--- config.mk ---
export PLATFORM = sky130hd
export DESIGN_NAME = utf8_window_decoder
export DESIGN_NICKNAME = d
export VERILOG_FILES = /design/src/hw/rtl/u8wd_pkg.sv /design/src/hw/rtl/u8wd_decode.sv /design/src/hw/rtl/utf8_window_decoder.sv
export SDC_FILE = /design/constraint.sdc
export NUM_CORES = 1
export LEC_CHECK = 0
export BUFFER_PORTS_ARGS = -buffer_cell sky130_fd_sc_hd__buf_2
export CAP_MARGIN = 20
export CORE_ASPECT_RATIO = 1.4
export CORE_MARGIN = 2
export CORE_UTILIZATION = 47
export CTS_BUF_LIST = sky130_fd_sc_hd__clkbuf_16
export DETAILED_ROUTE_END_ITERATION = 10
export PLACE_DENSITY = 0.74
export SLEW_MARGIN = 10
export SYNTH_ARGS = -nofsm -noshare
export SYNTH_HDL_FRONTEND = slang
export SYNTH_SLANG_ARGS = --single-unit
--- constraint.sdc ---
create_clock -name clk -period 1.9 [get_ports clk]
set_input_delay 0.285 -clock clk [delete_from_list [all_inputs] [get_ports clk]]
set_output_delay 0.285 -clock clk [all_outputs]
set_load 0.01 [all_outputs]
--- src/hw/rtl/u8wd_pkg.sv ---
// Package for the UTF-8 window decoder.
// Holds the result record type and sequence-length constants.
// No dependencies.
package u8wd_pkg;

    localparam int unsigned BYTE_W    = 8;
    localparam int unsigned CP_W      = 16;
    localparam int unsigned USED_W    = 3;

    // Bytes consumed for each sequence length, and for a rejected sequence
    localparam logic [USED_W-1:0] USED_LEN1  = 3'd1;
    localparam logic [USED_W-1:0] USED_LEN2  = 3'd2;
    localparam logic [USED_W-1:0] USED_LEN3  = 3'd3;
    localparam logic [USED_W-1:0] USED_LEN4  = 3'd4;
    localparam logic [USED_W-1:0] USED_LEN5  = 3'd5;
    localparam logic [USED_W-1:0] USED_LEN6  = 3'd6;
    localparam logic [USED_W-1:0] USED_ERROR = 3'd2;

    localparam logic [CP_W-1:0] CP_ERROR = 16'h0000;

    // Continuation byte tag (10xxxxxx)
    localparam logic [1:0] CONT_TAG = 2'b10;

    typedef struct packed {
        logic [CP_W-1:0]   code_point;
        logic [USED_W-1:0] bytes_used;
        logic              bad_sequence;
    } u8wd_result_t;

endpackage

--- src/hw/rtl/u8wd_decode.sv ---
// Combinational decode of one six-byte window into a code point.
// Depends on u8wd_pkg for the result record and length constants.
module u8wd_decode
    import u8wd_pkg::*;
(
    input  logic [BYTE_W-1:0] lead_byte,
    input  logic [BYTE_W-1:0] second_byte,
    input  logic [BYTE_W-1:0] third_byte,
    input  logic [BYTE_W-1:0] fourth_byte,
    input  logic [BYTE_W-1:0] fifth_byte,
    input  logic [BYTE_W-1:0] sixth_byte,
    output u8wd_result_t      result
);

    logic c1;
    logic c2;
    logic c3;
    logic c4;
    logic c5;

    assign c1 = (second_byte[7:6] == CONT_TAG);
    assign c2 = (third_byte[7:6]  == CONT_TAG);
    assign c3 = (fourth_byte[7:6] == CONT_TAG);
    assign c4 = (fifth_byte[7:6]  == CONT_TAG);
    assign c5 = (sixth_byte[7:6]  == CONT_TAG);

    // Overlong check: the payload bits above the next shorter form must not all be zero.
    // Wide values keep only their low 16 bits.
    always_comb
    begin
        result.code_point   = CP_ERROR;
        result.bytes_used   = USED_ERROR;
        result.bad_sequence = 1'b1;
        priority if (lead_byte[7] == 1'b0)
        begin
            result.code_point   = {{(CP_W-BYTE_W){1'b0}}, lead_byte};
            result.bytes_used   = USED_LEN1;
            result.bad_sequence = 1'b0;
        end
        else if (lead_byte[7:5] == 3'b110)
        begin
            if (c1 && (lead_byte[4:1] != 4'd0))
            begin
                result.code_point   = {5'd0, lead_byte[4:0], second_byte[5:0]};
                result.bytes_used   = USED_LEN2;
                result.bad_sequence = 1'b0;
            end
        end
        else if (lead_byte[7:4] == 4'b1110)
        begin
            if (c1 && c2 && ((lead_byte[3:0] != 4'd0) || second_byte[5]))
            begin
                result.code_point   = {lead_byte[3:0], second_byte[5:0], third_byte[5:0]};
                result.bytes_used   = USED_LEN3;
                result.bad_sequence = 1'b0;
            end
        end
        else if (lead_byte[7:3] == 5'b11110)
        begin
            if (c1 && c2 && c3 && ((lead_byte[2:0] != 3'd0) || (second_byte[5:4] != 2'd0)))
            begin
                result.code_point   = {second_byte[3:0], third_byte[5:0], fourth_byte[5:0]};
                result.bytes_used   = USED_LEN4;
                result.bad_sequence = 1'b0;
            end
        end
        else if (lead_byte[7:2] == 6'b111110)
        begin
            if (c1 && c2 && c3 && c4 &&
                ((lead_byte[1:0] != 2'd0) || (second_byte[5:3] != 3'd0)))
            begin
                result.code_point   = {third_byte[3:0], fourth_byte[5:0], fifth_byte[5:0]};
                result.bytes_used   = USED_LEN5;
                result.bad_sequence = 1'b0;
            end
        end
        else if (lead_byte[7:1] == 7'b1111110)
        begin
            if (c1 && c2 && c3 && c4 && c5 &&
                (lead_byte[0] || (second_byte[5:2] != 4'd0)))
            begin
                result.code_point   = {fourth_byte[3:0], fifth_byte[5:0], sixth_byte[5:0]};
                result.bytes_used   = USED_LEN6;
                result.bad_sequence = 1'b0;
            end
        end
        else
        begin
            // stray continuation byte or 0xFE/0xFF as lead: keep the error result
            result.bad_sequence = 1'b1;
        end
    end

endmodule

--- src/hw/rtl/utf8_window_decoder.sv ---
// UTF-8 window decoder, top level: input register, decode, result register.
// Depends on u8wd_pkg and u8wd_decode.
//
// Usage:
//   The input channel (in_valid/in_ready) carries a window of six bytes that
//   starts at a character. The output channel (out_valid/out_ready) returns
//   one result per window: code_point (low 16 bits of the value, 0 on error),
//   bytes_used (1 to 6, or 2 on error) and bad_sequence.
//   After an input transfer the window sits in the input register; the result
//   register then loads its decode and out_valid rises with it.
//   Throughput is one window per cycle while out_ready stays high; it is set
//   by the two-entry register pipeline, each stage loading whenever the stage
//   after it is empty or draining.
//   When the receiver stalls, the result register holds its value and the
//   input register can still take one more window; after that in_ready drops.
//   Reset clears both stage valid bits; no results are pending after reset.
module utf8_window_decoder
    import u8wd_pkg::*;
(
    input  logic              clk,
    input  logic              rst_n,
    input  logic              in_valid,
    output logic              in_ready,
    input  logic [BYTE_W-1:0] lead_byte,
    input  logic [BYTE_W-1:0] second_byte,
    input  logic [BYTE_W-1:0] third_byte,
    input  logic [BYTE_W-1:0] fourth_byte,
    input  logic [BYTE_W-1:0] fifth_byte,
    input  logic [BYTE_W-1:0] sixth_byte,
    output logic              out_valid,
    input  logic              out_ready,
    output logic [CP_W-1:0]   code_point,
    output logic [USED_W-1:0] bytes_used,
    output logic              bad_sequence
);

    logic              win_valid_reg;
    logic [BYTE_W-1:0] b0_reg;
    logic [BYTE_W-1:0] b1_reg;
    logic [BYTE_W-1:0] b2_reg;
    logic [BYTE_W-1:0] b3_reg;
    logic [BYTE_W-1:0] b4_reg;
    logic [BYTE_W-1:0] b5_reg;

    logic              res_valid_reg;
    u8wd_result_t      res_reg;
    u8wd_result_t      res_next;

    logic              res_load;
    logic              win_load;

    // Advance the result stage when it is empty or its transfer completes.
    assign res_load = !res_valid_reg || out_ready;
    assign in_ready = !win_valid_reg || res_load;
    assign win_load = in_valid && in_ready;

    always_ff @(posedge clk or negedge rst_n)
    begin
        if (!rst_n)
        begin
            win_valid_reg <= 1'b0;
            res_valid_reg <= 1'b0;
        end
        else
        begin
            if (in_ready)
            begin
                win_valid_reg <= in_valid;
            end
            if (res_load)
            begin
                res_valid_reg <= win_valid_reg;
            end
        end
    end

    always_ff @(posedge clk)
    begin
        if (win_load)
        begin
            b0_reg <= lead_byte;
            b1_reg <= second_byte;
            b2_reg <= third_byte;
            b3_reg <= fourth_byte;
            b4_reg <= fifth_byte;
            b5_reg <= sixth_byte;
        end
        if (res_load && win_valid_reg)
        begin
            res_reg <= res_next;
        end
    end

    u8wd_decode u_decode (
        .lead_byte   (b0_reg),
        .second_byte (b1_reg),
        .third_byte  (b2_reg),
        .fourth_byte (b3_reg),
        .fifth_byte  (b4_reg),
        .sixth_byte  (b5_reg),
        .result      (res_next)
    );

    assign out_valid    = res_valid_reg;
    assign code_point   = res_reg.code_point;
    assign bytes_used   = res_reg.bytes_used;
    assign bad_sequence = res_reg.bad_sequence;

    // A window held back by a stalled result stage must not be dropped.
    a_win_held : assert property (@(posedge clk) disable iff (!rst_n)
        (win_valid_reg && !res_load) |=> win_valid_reg)
        else $error("window lost while result stage stalled");

    a_err_shape : assert property (@(posedge clk) disable iff (!rst_n)
        (out_valid && bad_sequence) |-> (code_point == CP_ERROR && bytes_used == USED_ERROR))
        else $error("error result has wrong shape");

    a_used_range : assert property (@(posedge clk) disable iff (!rst_n)
        (out_valid && !bad_sequence) |-> (bytes_used != 3'd0 && bytes_used != 3'd7))
        else $error("bytes_used out of range");

    a_ascii : assert property (@(posedge clk) disable iff (!rst_n)
        (out_valid && !bad_sequence && bytes_used == USED_LEN1) |-> (code_point[15:7] == 9'd0))
        else $error("single-byte result above 127");

    a_two_byte : assert property (@(posedge clk) disable iff (!rst_n)
        (out_valid && !bad_sequence && bytes_used == USED_LEN2)
            |-> (code_point[15:11] == 5'd0 && code_point[10:7] != 4'd0))
        else $error("two-byte result overlong or too wide");

endmodule

# Word level (Yosys, flattened, before mapping)

Index checks and enable logic that the tools add are counted.

Register bits: 70

Eq/ne operators: 10
Muxes and demuxes: 12
Reductions and logical operators: 26

Operators by type and width:

| kind                                 | count |
|---|---|
| two-way mux 20 bit                   | 8 |
| two-way mux 19 bit                   | 1 |
| two-way mux 15 bit                   | 1 |
| nonzero test 4 bit                   | 3 |
| logical AND 1 bit                    | 11 |
| two-way mux 11 bit                   | 1 |
| == test 2 bit, second input constant | 5 |
| == test 7 bit, second input constant | 1 |
| == test 6 bit, second input constant | 1 |
| logical OR 1 bit                     | 6 |
| nonzero test 3 bit                   | 2 |
| == test 5 bit, second input constant | 1 |
| == test 4 bit, second input constant | 1 |
| nonzero test 2 bit                   | 2 |
| == test 3 bit, second input constant | 1 |
| zero test 1 bit                      | 2 |
| two-way mux 1 bit                    | 1 |

# Longest topological paths before layout

Depth after elaboration: 13
Gate-level depth with buffers: 6
Mapped depth without buffers: 5

# Hierarchy

Synthesis repeated with hierarchy kept, for this count alone.

Cell total of the unflattened synthesis: 218
Area total of the unflattened synthesis: 3,104.2 µm²

By module, submodules not included:

| module              | instances | cells an instance | area each (µm²) | seq. area each (µm²) |
|---|---|---|---|---|
| utf8_window_decoder | 1         | 76                | 2,145.8         | 2,092.0 |
| u8wd_decode         | 1         | 142               | 958.4           | 0.0 |

# Worst setup path before layout

Ideal clock, no wire load.

Path type: register -> register
Start: register res_valid_reg (netlist: out_valid)
End: register b0_reg[0] (enable)
Setup time: 410 ps
Data arrival time: 1,780 ps
Required time: 1,490 ps
Setup slack: -291 ps
Cell stages (with the launch flop): 3
Buffers on the path: 0
Clock period less this slack: 2,191 ps
Cell sequence: dfrtp_1 nand3b_1 and2_1

Longest elaborated chain between the ends: 4

Ends and longest elaborated chain:

| what                   | line                      | RTL |
|---|---|---|
| from (decl)            | utf8_window_decoder.sv:45 | `logic res_valid_reg;` |
| from (signal assigned) | utf8_window_decoder.sv:72 | `res_valid_reg <= win_valid_reg;` |
| zero test 1 bit        | utf8_window_decoder.sv:53 | `assign res_load = !res_valid_reg \|\| out_ready;` |
| logical OR 1 bit       | utf8_window_decoder.sv:53 |  |
| logical OR 1 bit       | utf8_window_decoder.sv:54 | `assign in_ready = !win_valid_reg \|\| res_load;` |
| via in_ready           | utf8_window_decoder.sv:23 | `output logic in_ready,` |
| logical AND 1 bit      | utf8_window_decoder.sv:55 | `assign win_load = in_valid && in_ready;` |
| via win_load           | utf8_window_decoder.sv:50 | `logic win_load;` |
| to (signal assigned)   | utf8_window_decoder.sv:81 | `b0_reg <= lead_byte;` |
| to (decl)              | utf8_window_decoder.sv:38 | `logic [BYTE_W-1:0] b0_reg;` |

The timed path passes the listed nets, and every way through them passes these cells.
A chain may end at the register's enable or synchronous reset.

==> run_summary.xml <==
<?xml version="1.0" encoding="UTF-8"?>
<metrics>
  <group name="yosys">
    <metric name="synth_most_common_cell" unit="">sky130_fd_sc_hd__edfxtp_1</metric>
    <metric name="synth_largest_area_cell" unit="">sky130_fd_sc_hd__edfxtp_1</metric>
    <metric name="synth_register_bits" unit="">70</metric>
    <metric name="synth-async-reset-ratio" unit="">0.0286</metric>
    <metric name="post-synth-top-area-fraction" unit="">0.665</metric>
    <metric name="synth_area_leaders" unit="">sky130_fd_sc_hd__edfxtp_1, sky130_fd_sc_hd__a21oi_1, sky130_fd_sc_hd__a221oi_1</metric>
    <metric name="syn_inst" unit="">203</metric>
    <metric name="count_of_flip_flops_with_a_built_in_enable_after_synthesis" unit="">68</metric>
    <metric name="yosys.cell_types.count" unit="">49</metric>
    <metric name="synth_area_per_cell" unit="sq um">15.1</metric>
    <metric name="synth.top_cells.by_count" unit="">sky130_fd_sc_hd__edfxtp_1, sky130_fd_sc_hd__a21oi_1, sky130_fd_sc_hd__nand2_1, sky130_fd_sc_hd__a221oi_1, sky130_fd_sc_hd__o31ai_1</metric>
    <metric name="synth-seq-area-share" unit="">0.681</metric>
    <metric name="synth_warnings" unit="">0</metric>
    <metric name="synth_ff_type" unit="">sky130_fd_sc_hd__edfxtp_1</metric>
    <metric name="mappedNetlistNets" unit="">255</metric>
    <metric name="syn-cell-area" unit="sq mm">0.00307</metric>
  </group>
  <group name="floorplanning">
    <metric name="fp.dieH" unit="um">99.7</metric>
    <metric name="floorplan_core_area" unit="sq mm">0.00625</metric>
    <metric name="floorplan.die_area" unit="sq mm">0.00721</metric>
    <metric name="initial_utilization" unit="">0.491</metric>
    <metric name="rows" unit="">34</metric>
    <metric name="dieWidth" unit="um">72.3</metric>
    <metric name="design.portCount" unit="">74</metric>
  </group>
  <group name="setup_path">
    <metric name="critical_path.reg2reg.startpoint" unit="">b0_reg[1]</metric>
    <metric name="critical_path_class" unit="">register to register</metric>
    <metric name="startpoint" unit="">b0_reg[1]</metric>
    <metric name="worst_ep_required_time" unit="ps">2030</metric>
    <metric name="timing.critical_path.to" unit="">code_point[3]</metric>
    <metric name="crit-reg2reg-capture" unit="">code_point[3]</metric>
    <metric name="crit_slowest_cell" unit="">sky130_fd_sc_hd__edfxtp_1</metric>
    <metric name="setup_slack_on_the_worst_flop_to_flop_path" unit="ps">-110</metric>
    <metric name="reg2regPathDepth" unit="">6</metric>
    <metric name="critical_path.cell_chain" unit="">nor4bb_1 -&gt; nand4b_1 -&gt; nor3_4 -&gt; buf_6 -&gt; a221oi_2 -&gt; o31ai_1</metric>
    <metric name="startpoint_type" unit="">register</metric>
    <metric name="setup.worst_path.end_class" unit="">register</metric>
    <metric name="crit_fanout" unit="">5</metric>
    <metric name="worst_ep_arrival_time" unit="ps">2130</metric>
    <metric name="critical_path.max_stage_delay" unit="ps">450</metric>
  </group>
  <group name="power_and_ir_drop">
    <metric name="power.share.switching" unit="">0.209</metric>
    <metric name="clkPwrFrac" unit="">0.436</metric>
    <metric name="post-layout-total-power" unit="mW">3.94</metric>
    <metric name="p_int" unit="mW">3.12</metric>
    <metric name="static-leakage-power" unit="nW">1.72</metric>
    <metric name="share_seq_of_total_power" unit="">0.480</metric>
    <metric name="power_frac_comb" unit="">0.084</metric>
    <metric name="power.ir.vdd_worst" unit="mV">0.787</metric>
    <metric name="power_switching" unit="mW">0.825</metric>
    <metric name="power_density" unit="mW/mm^2">914</metric>
  </group>
  <group name="clock_network">
    <metric name="clk_path_buf_depth" unit="">2</metric>
    <metric name="insertion_delay" unit="ps">330</metric>
    <metric name="clkSinkCount" unit="">70</metric>
    <metric name="cts_tree" unit="">yes</metric>
    <metric name="cts.reportedPaths.clkPinSlew" unit="ps">50</metric>
    <metric name="cts_inserted_buffers" unit="">9</metric>
    <metric name="cts_max_level" unit="">3</metric>
    <metric name="buffer_cell_driving_the_clock_tree_root" unit="">sky130_fd_sc_hd__clkbuf_16</metric>
  </group>
  <group name="sta">
    <metric name="timing.slew.headroom" unit="">0.756</metric>
    <metric name="setup_repair_after_global_routing_missed_its_margin" unit="">yes</metric>
    <metric name="worst_hold_slack" unit="ps">130</metric>
    <metric name="setup_viol_count_final" unit="">6</metric>
    <metric name="final.setup.worst_slack" unit="ps">-106</metric>
    <metric name="max_clock_freq" unit="MHz">498</metric>
    <metric name="layout_min_cycle_time" unit="ps">2010</metric>
    <metric name="maxSlewViolCount" unit="">0</metric>
    <metric name="max_slew.worst_pin.slew" unit="ps">366</metric>
    <metric name="post-route-period-util" unit="">1.06</metric>
    <metric name="timing.clock.skew" unit="ps">6.68</metric>
    <metric name="final_hold_viol_count" unit="">0</metric>
    <metric name="setup_total_negative_slack" unit="ps">-330</metric>
  </group>
  <group name="placement">
    <metric name="port-buffer-count" unit="">73</metric>
    <metric name="placed_cell_area" unit="sq mm">0.00373</metric>
    <metric name="routabilityCongestion" unit="">0.984</metric>
    <metric name="post-dp-hpwl" unit="mm">5.21</metric>
  </group>
  <group name="route">
    <metric name="vias" unit="">2345</metric>
    <metric name="dr.pass1.iters" unit="">5</metric>
    <metric name="drt_iter0_markers" unit="">201</metric>
    <metric name="postRouteAntennaNets" unit="">0</metric>
    <metric name="drcViolationCount" unit="">0</metric>
    <metric name="number_of_vias_per_cell" unit="">5.86</metric>
    <metric name="totalWireLength" unit="mm">7.52</metric>
    <metric name="wl_per_cell" unit="um">18.8</metric>
  </group>
  <group name="layout">
    <metric name="area_growth_syn_to_layout" unit="%">40.4</metric>
    <metric name="finish.instance_area" unit="sq mm">0.00431</metric>
    <metric name="layout-drive-gt1-share" unit="">0.543</metric>
    <metric name="insertedDiodeCount" unit="">0</metric>
    <metric name="nNetsFinal" unit="">375</metric>
    <metric name="largest_reg_flops" unit="">16</metric>
  </group>
  <group name="global_route">
    <metric name="grt_pass1_vias" unit="">2320</metric>
    <metric name="grt_start_max_net_pins" unit="">39</metric>
    <metric name="grt_antenna_before_repair" unit="">0</metric>
    <metric name="grt-ovfl-total" unit="">0</metric>
    <metric name="grt_usage" unit="">0.218</metric>
    <metric name="grt_first_pass_wirelength" unit="mm">11.6</metric>
  </group>
  <group name="status">
    <metric name="failed_checks" unit="">setup timing</metric>
    <metric name="outcome" unit="">complete, but fails checks</metric>
  </group>
  <group name="hold_path">
    <metric name="worst_hold_path.num_cells" unit="">1</metric>
    <metric name="hold_path_class" unit="">input pin to register</metric>
  </group>
  <group name="run">
    <metric name="cap_viol_max_count" unit="">0</metric>
  </group>
</metrics>
cells in the final DEF, fill, tap and decap left out, types with 2 or more instances in the layout:
cell type	instances
sky130_fd_sc_hd__buf_2	73
sky130_fd_sc_hd__edfxtp_1	68
sky130_fd_sc_hd__buf_4	38
sky130_fd_sc_hd__a21oi_1	19
sky130_fd_sc_hd__nand2_1	10
sky130_fd_sc_hd__clkbuf_16	9
sky130_fd_sc_hd__nor2_1	6
sky130_fd_sc_hd__o31ai_2	6
sky130_fd_sc_hd__a31o_2	5
sky130_fd_sc_hd__nand3_1	4
sky130_fd_sc_hd__a221oi_2	4
sky130_fd_sc_hd__a32oi_1	4
sky130_fd_sc_hd__buf_6	4
sky130_fd_sc_hd__inv_1	3
sky130_fd_sc_hd__nor3_2	3
sky130_fd_sc_hd__nor3_4	3
sky130_fd_sc_hd__a221oi_4	3
sky130_fd_sc_hd__nor2b_1	3
sky130_fd_sc_hd__nand2b_1	3
sky130_fd_sc_hd__nand3b_1	2
sky130_fd_sc_hd__nor3b_1	2
sky130_fd_sc_hd__and2b_1	2
sky130_fd_sc_hd__o31ai_1	2
sky130_fd_sc_hd__and2_4	2
sky130_fd_sc_hd__nand2_2	2
sky130_fd_sc_hd__a211oi_2	2
sky130_fd_sc_hd__a221oi_1	2
sky130_fd_sc_hd__a222oi_1	2
sky130_fd_sc_hd__a22oi_1	2
sky130_fd_sc_hd__bufinv_16	2
sky130_fd_sc_hd__clkinvlp_4	2
sky130_fd_sc_hd__clkinv_2	2
sky130_fd_sc_hd__dfrtp_1	2
per-layer routing:
| metal | GRT usage | wire length, um | vias to the layer above |
|---|---|---|---|
| met5 | 0 | 0 | - |
| met2 | 0.369 | 4000 | 138 |
| met3 | 0.0567 | 537 | 22 |
| met1 | 0.256 | 2760 | 1107 |
| li1 | - | - | 1078 |
| met4 | 0.100 | 231 | 0 |
cell families after synthesis:
logic type             count (synthesis)  share of synthesized area
AOI/OAI and AO/OA                     64                      0.156
buffers and inverters                 11                     0.0289
DFF                                   70                      0.681
and+or+nand+nor                       58                      0.134
area by class of cell:
cell class / instances / area, sq um
flip-flops and latches: 70 / 2090
clock buffers: 9 / 225
well taps: 72 / 90.1
multi-input cells: 122 / 1080
repair buffers: 117 / 726
inverters: 3 / 11.3
clock inverters: 7 / 88.8
fillers: 427 / 1940
critical path: cells and delay by family (launching register included):
family / cells / cell delay, ps
AOI/OAI and AO/OA: 2 / 350
buffers and inverters: 1 / 200
DFF: 1 / 450
and+or+nand+nor: 3 / 800
power by group through the flow:
stage	sequential [mW]	clock [mW]	combinational, mW
2_1_floorplan	1.92	0	0.121
3_3_place_gp	1.91	0	0.297
3_5_place_dp	1.91	0	0.302
4_1_cts	1.88	1.75	0.310
5_1_grt	1.90	1.81	0.359
6_report	1.89	1.72	0.330
per-stage QoR:
step	instances	setup WS, ps	util
after floorplan	203	38.3	-
after global placement	376	-69.2	0.597
after detailed placement	376	-74.9	0.597
after CTS	397	-42.9	0.660
after global routing	400	-161	0.689
final	400	-106	0.689
worst min-delay path by stage:
stage | from | endpoint | slack [ps]
3_5_place_dp | rst_n | out_valid | 70
2_1_floorplan | rst_n | out_valid | -10
5_1_grt | fifth_byte[3] | b4_reg[3] | 120
6_report | second_byte[6] | b1_reg[6] | 130
4_1_cts | fourth_byte[3] | b3_reg[3] | 120
3_3_place_gp | rst_n | win_valid_reg | 70
repair_timing:
| item | CTS | global route |
|---|---|---|
| gates resized for setup | 10 | 32 |
| setup buffers | 3 | 5 |
| endpoints found under the hold margin | 2 | 0 |
| hold buffers | 1 | 0 |
| cloned | 1 | 0 |
| pin swaps | 6 | 17 |
| setup endpoints to repair | 10 | 16 |
(Power assumes the default switching activity.)
